<file path="config.mk">
export PLATFORM = sky130hd
export DESIGN_NAME = icda_ram
export DESIGN_NICKNAME = d
export VERILOG_FILES = /design/src/rtl/assert_macros.svh /design/src/rtl/icda_ram.sv
export SDC_FILE = /design/constraint.sdc
export NUM_CORES = 1
export LEC_CHECK = 0
export BUFFER_PORTS_ARGS = -buffer_cell sky130_fd_sc_hd__buf_2
export CAP_MARGIN = 0
export CORE_AREA = 4 4 197 199
export CTS_BUF_LIST = sky130_fd_sc_hd__clkbuf_4 sky130_fd_sc_hd__clkbuf_8
export CTS_CLUSTER_SIZE = 20
export DETAILED_ROUTE_END_ITERATION = 6
export DIE_AREA = 0 0 201 203
export PLACE_DENSITY = 0.76
export SYNTH_ARGS = -nofsm -noshare
export SYNTH_HDL_FRONTEND = slang
export SYNTH_SLANG_ARGS = --single-unit
export TNS_END_PERCENT = 10
</file>
<file path="constraint.sdc">
create_clock -name clk -period 2.35 [get_ports clk]
set_input_delay 0.47 -clock clk [delete_from_list [all_inputs] [get_ports clk]]
set_output_delay 0.47 -clock clk [all_outputs]
set_load 0.01 [all_outputs]
</file>
<file path="src/rtl/assert_macros.svh">
// assertion macros used by the top level rtl file
// each macro expects clk and rst to be visible where it is used
`ifndef ASSERT_MACROS_SVH
`define ASSERT_MACROS_SVH

// expression holds at every edge outside reset
`define ASSERT_ALWAYS(label, expr, msg) \
  label: assert property (@(posedge clk) disable iff (rst) (expr)) else $error(msg);

// consequent holds in the same cycle as the antecedent
`define ASSERT_IMPLIES(label, ante, cons, msg) \
  label: assert property (@(posedge clk) disable iff (rst) (ante) |-> (cons)) \
    else $error(msg);

// consequent holds in the cycle after the antecedent
`define ASSERT_NEXT(label, ante, cons, msg) \
  label: assert property (@(posedge clk) disable iff (rst) (ante) |=> (cons)) \
    else $error(msg);

`endif

</file>
<file path="src/rtl/icda_ram.sv">
// generic single write port ram with registered read
// no dependencies
module icda_ram #(
  parameter int WIDTH = 8,
  parameter int DEPTH = 64
) (
  input  logic                                     clk,
  input  logic                                     we,
  input  logic [((DEPTH > 1) ? $clog2(DEPTH) : 1)-1:0] waddr,
  input  logic [WIDTH-1:0]                         wdata,
  input  logic                                     re,
  input  logic [((DEPTH > 1) ? $clog2(DEPTH) : 1)-1:0] raddr,
  output logic [WIDTH-1:0]                         rdata
);

  logic [WIDTH-1:0] mem [DEPTH];

  always_ff @(posedge clk) begin
    if (we) begin
      mem[waddr] <= wdata;
    end
    if (re) begin
      rdata <= mem[raddr];
    end
  end

endmodule

</file>
======== After elaboration in Yosys (flattened, before gate mapping) ========
Memories as Yosys holds them, arrays and structs flattened. A register that Yosys moved wholly into a read port is not among the register bits.
Cells that the tools add are included.
word-level totals
  register bits ........................... 0
  bits in latches ......................... 0
  RAM bits ................................ 512
  bits in read-only memories .............. 0
  input port bits ......................... 23
  output and inout bits ................... 8
  word-level logic and storage cells ...... 3
  memories ................................ 1
memories
  memory  words  bits a word  rd ports  clocked after memory_dff  wr ports  line            text
  mem     64     8            1         1                         1         icda_ram.sv:16  logic [WIDTH-1:0] mem [DEPTH];
cells by class
  $add $sub $neg .......................... 0
  $mul .................................... 0
  div/mod/pow operators ................... 0
  order comparisons ....................... 0
  eq/ne operators ......................... 0
  shifts and indexed selects .............. 0
  multiplexer cells ....................... 2
  bitwise gates (word level) .............. 0
  reduce and logical (&&, ||, !) cells .... 0
operator list
  cell    number
  $mux 1  2

======== Depth between registers and ports, before layout ========
  depth after elaboration ................. 2
  depth in mapped cells ................... 9
  gate-level depth less buffers ........... 5

======== Worst setup path before layout ========
No wires, ideal clock.
  path kind ............................... input port to flip-flop
  start ................................... input port raddr[1] in the netlist's numbering
  end ..................................... register rdata[3], read port of mem, data pin
  setup time .............................. 0.266 ns
  arrival time ............................ 2.010 ns
  data required time ...................... 2.084 ns
  slack ................................... 0.074 ns
  cell stages on the path ................. 7
  buffers on the path ..................... 3
  path through ............................ buf_4 > buf_2 > buf_2 > mux4_2 > mux4_2 > o21ai_1 > o41ai_1
RTL lines
  item                line            text
  start: declaration  icda_ram.sv:12  input logic [((DEPTH > 1) ? $clog2(DEPTH) : 1)-1:0] raddr,
  end: declaration    icda_ram.sv:13  output logic [WIDTH-1:0] rdata

==> results.json <==
{
  "run_status": "completed",
  "drt_pass1_iterations": 5,
  "endpoint_kind": "flop",
  "synth-edff-count": 520,
  "cp-start-kind": "flop",
  "cp.arrival_ps": 2600,
  "drive_gt1_share_pct": 36.7,
  "p_leak_nw": 7.74,
  "cts_tree": "done",
  "fin_area_um2": 23600,
  "power.density_nw_per_um2": 784,
  "postSynthCellCount": 940,
  "wl_um": 43600,
  "yosysSeqAreaShare_pct": 77.1,
  "cts_resized": 0,
  "worst_pin_slew_ps": 690,
  "dpl-instance-area_um2": 22100,
  "slew_headroom_pct": 54.0,
  "finalPower_mw": 18.5,
  "io_pins": 31,
  "grt-ovfl-total": 0,
  "ys.warnings.count": 0,
  "track_usage_pct": 22.1,
  "final.period_utilization_pct": 95.7,
  "grt_pass1_vias": 10800,
  "ys_ff_latch": 520,
  "cp_slowest_cell": "mux4_2",
  "hpwl_um": 28500,
  "path_class": "reg -> reg",
  "io_buffer_count": 30,
  "cts_hold_buf": 0,
  "viasPerCell": 6.10,
  "antenna_left": 0,
  "die_area_um2": 40800,
  "path_clk_slew_ps": 60,
  "syn-cell-area_um2": 20200,
  "critical-path-max-stage-delay_ps": 460,
  "hold_class": "in -> reg",
  "fmax_mhz": 445,
  "die_h_um": 203,
  "start_util_pct": 54.4,
  "vias": 10300,
  "clock_latency_ps": 610,
  "clock_path_buffers": 3,
  "finClkSkew_ps": 31.6,
  "synthTopCellsByArea": "edfxtp_1, mux4_2, nor2_1, mux2i_1, mux2_2",
  "synth-async-reset-ratio_pct": 0,
  "ir_drop_mv": 0.442,
  "cts_sinks": 520,
  "min_period_ps": 2250,
  "synth.distinct_cells": 39,
  "r2r_setup_slack_ps": 100,
  "synthDominantCellAreaShare_pct": 77.1,
  "synth_most_common_cell": "edfxtp_1",
  "path_max_fanout": 1,
  "synthFlopType": "edfxtp_1",
  "rsz0062_at_grt": "false",
  "synth.net_count": 963,
  "fin_nets": 1180,
  "die_w_um": 201,
  "ctsHtreeMaxLevel": 3,
  "post_cts_buffers": 0,
  "core_area_um2": 37200,
  "cap_violations": 0,
  "wl_per_cell_um": 25.9,
  "grt_pass1_wl_um": 67300,
  "gp_congestion": 0.842,
  "synth_common_cells": "edfxtp_1, mux4_2, nor2_1, mux2i_1, nand2_1",
  "hold_viol": 0,
  "crit_chain": "mux4_2 -> mux2_2 -> o221a_2 -> nor3_1 -> buf_4 -> o32ai_1",
  "antenna_found_initial": 3,
  "worstPathBufferInverterCount": 1,
  "root_buffer": "clkbuf_8",
  "rows": 71,
  "drc": 0,
  "finalSetupViolations": 0,
  "postSynthAreaPerCell_um2": 21.5,
  "worstPathRequired_ps": 2700,
  "synth_top_area_cell": "edfxtp_1",
  "synthToLayoutAreaGrowth_pct": 16.4,
  "path_delay_family": "multiplexers",
  "drv_slew": 0,
  "grt_max_degree": 65,
  "cts_buffers": 80,
  "drtIter0Drc": 1177
}
state kept, by name, summed over array words and instances, names as in the netlist:
name   flops
mem      512
rdata      8
metrics by stage:
step | TNS [ps] | util (%) | cells | setup slack [ps] | hold slack (ps)
after floorplan | 0 | - | 940 | 73.7 | 569
after global placement | -2090 | 59.3 | 1549 | -354 | 863
after detailed placement | -2130 | 59.3 | 1549 | -386 | 877
after CTS | 0 | 63.3 | 1685 | 105 | 213
after global routing | 0 | 63.3 | 1685 | 19.1 | 215
final | 0 | 63.3 | 1686 | 102 | 258
final cells by class:
class / instances / area (µm²)
diodes: 1 / 2.50
clock buffers: 100 / 1270
clock inverters: 36 / 241
fillers: 2385 / 13600
multi-input cells: 369 / 4320
flip-flops and latches: 520 / 15600
well taps: 474 / 593
repair buffers: 186 / 1540
layout by cell type, fill, tap and decap left out, drive strengths merged, types with 4 or more instances in the layout:
master / Yosys / layout
buf: 34 / 185
o22ai: 8 / 8
nor2b: 14 / 14
mux4: 126 / 126
nand2: 19 / 19
mux2i: 23 / 23
mux2: 13 / 13
clkbuf: 17 / 101
nand2b: 7 / 7
nor2: 83 / 83
o221ai: 8 / 8
clkinvlp: 0 / 4
nand3: 13 / 13
clkinv: 0 / 29
nor3: 7 / 7
o21ai: 4 / 4
a211oi: 4 / 4
a221oi: 6 / 6
edfxtp: 520 / 520
logic make-up after synthesis:
| group | count (synthesis) | share of synthesized area (%) |
|---|---|---|
| mux | 162 | 15.9 |
| buf+inv | 51 | 1.56 |
| flops | 520 | 77.1 |
| simple gates | 153 | 3.37 |
| compound gates | 54 | 2.06 |
report_power, final:
group          total, mW  internal (mW)  leakage (nW)  switching (mW)
Sequential          10.3           10.3          4.69          0.0302
Clock               7.12           3.86         0.787            3.26
Combinational       1.05          0.455          2.27           0.591
Total               18.5           14.6          7.74            3.88
worst paths after layout:
check        startpoint  endpoint  cells after the start
max          mem[29][6]  rdata[6]                      6
min                  re  rdata[4]                      1
max reg2reg  mem[29][6]  rdata[6]                      6
min reg2reg  mem[30][6]  rdata[6]                      3
layer usage:
| layer | routed length, µm | global-route usage [%] | share of wire (%) |
|---|---|---|---|
| met5 | 37 | 0 | 0.085 |
| met4 | 1140 | 7.87 | 2.6 |
| met3 | 3770 | 5.43 | 8.6 |
| met2 | 21600 | 35.5 | 49 |
| met1 | 17100 | 30.3 | 39 |
(Power assumes the default switching activity.)
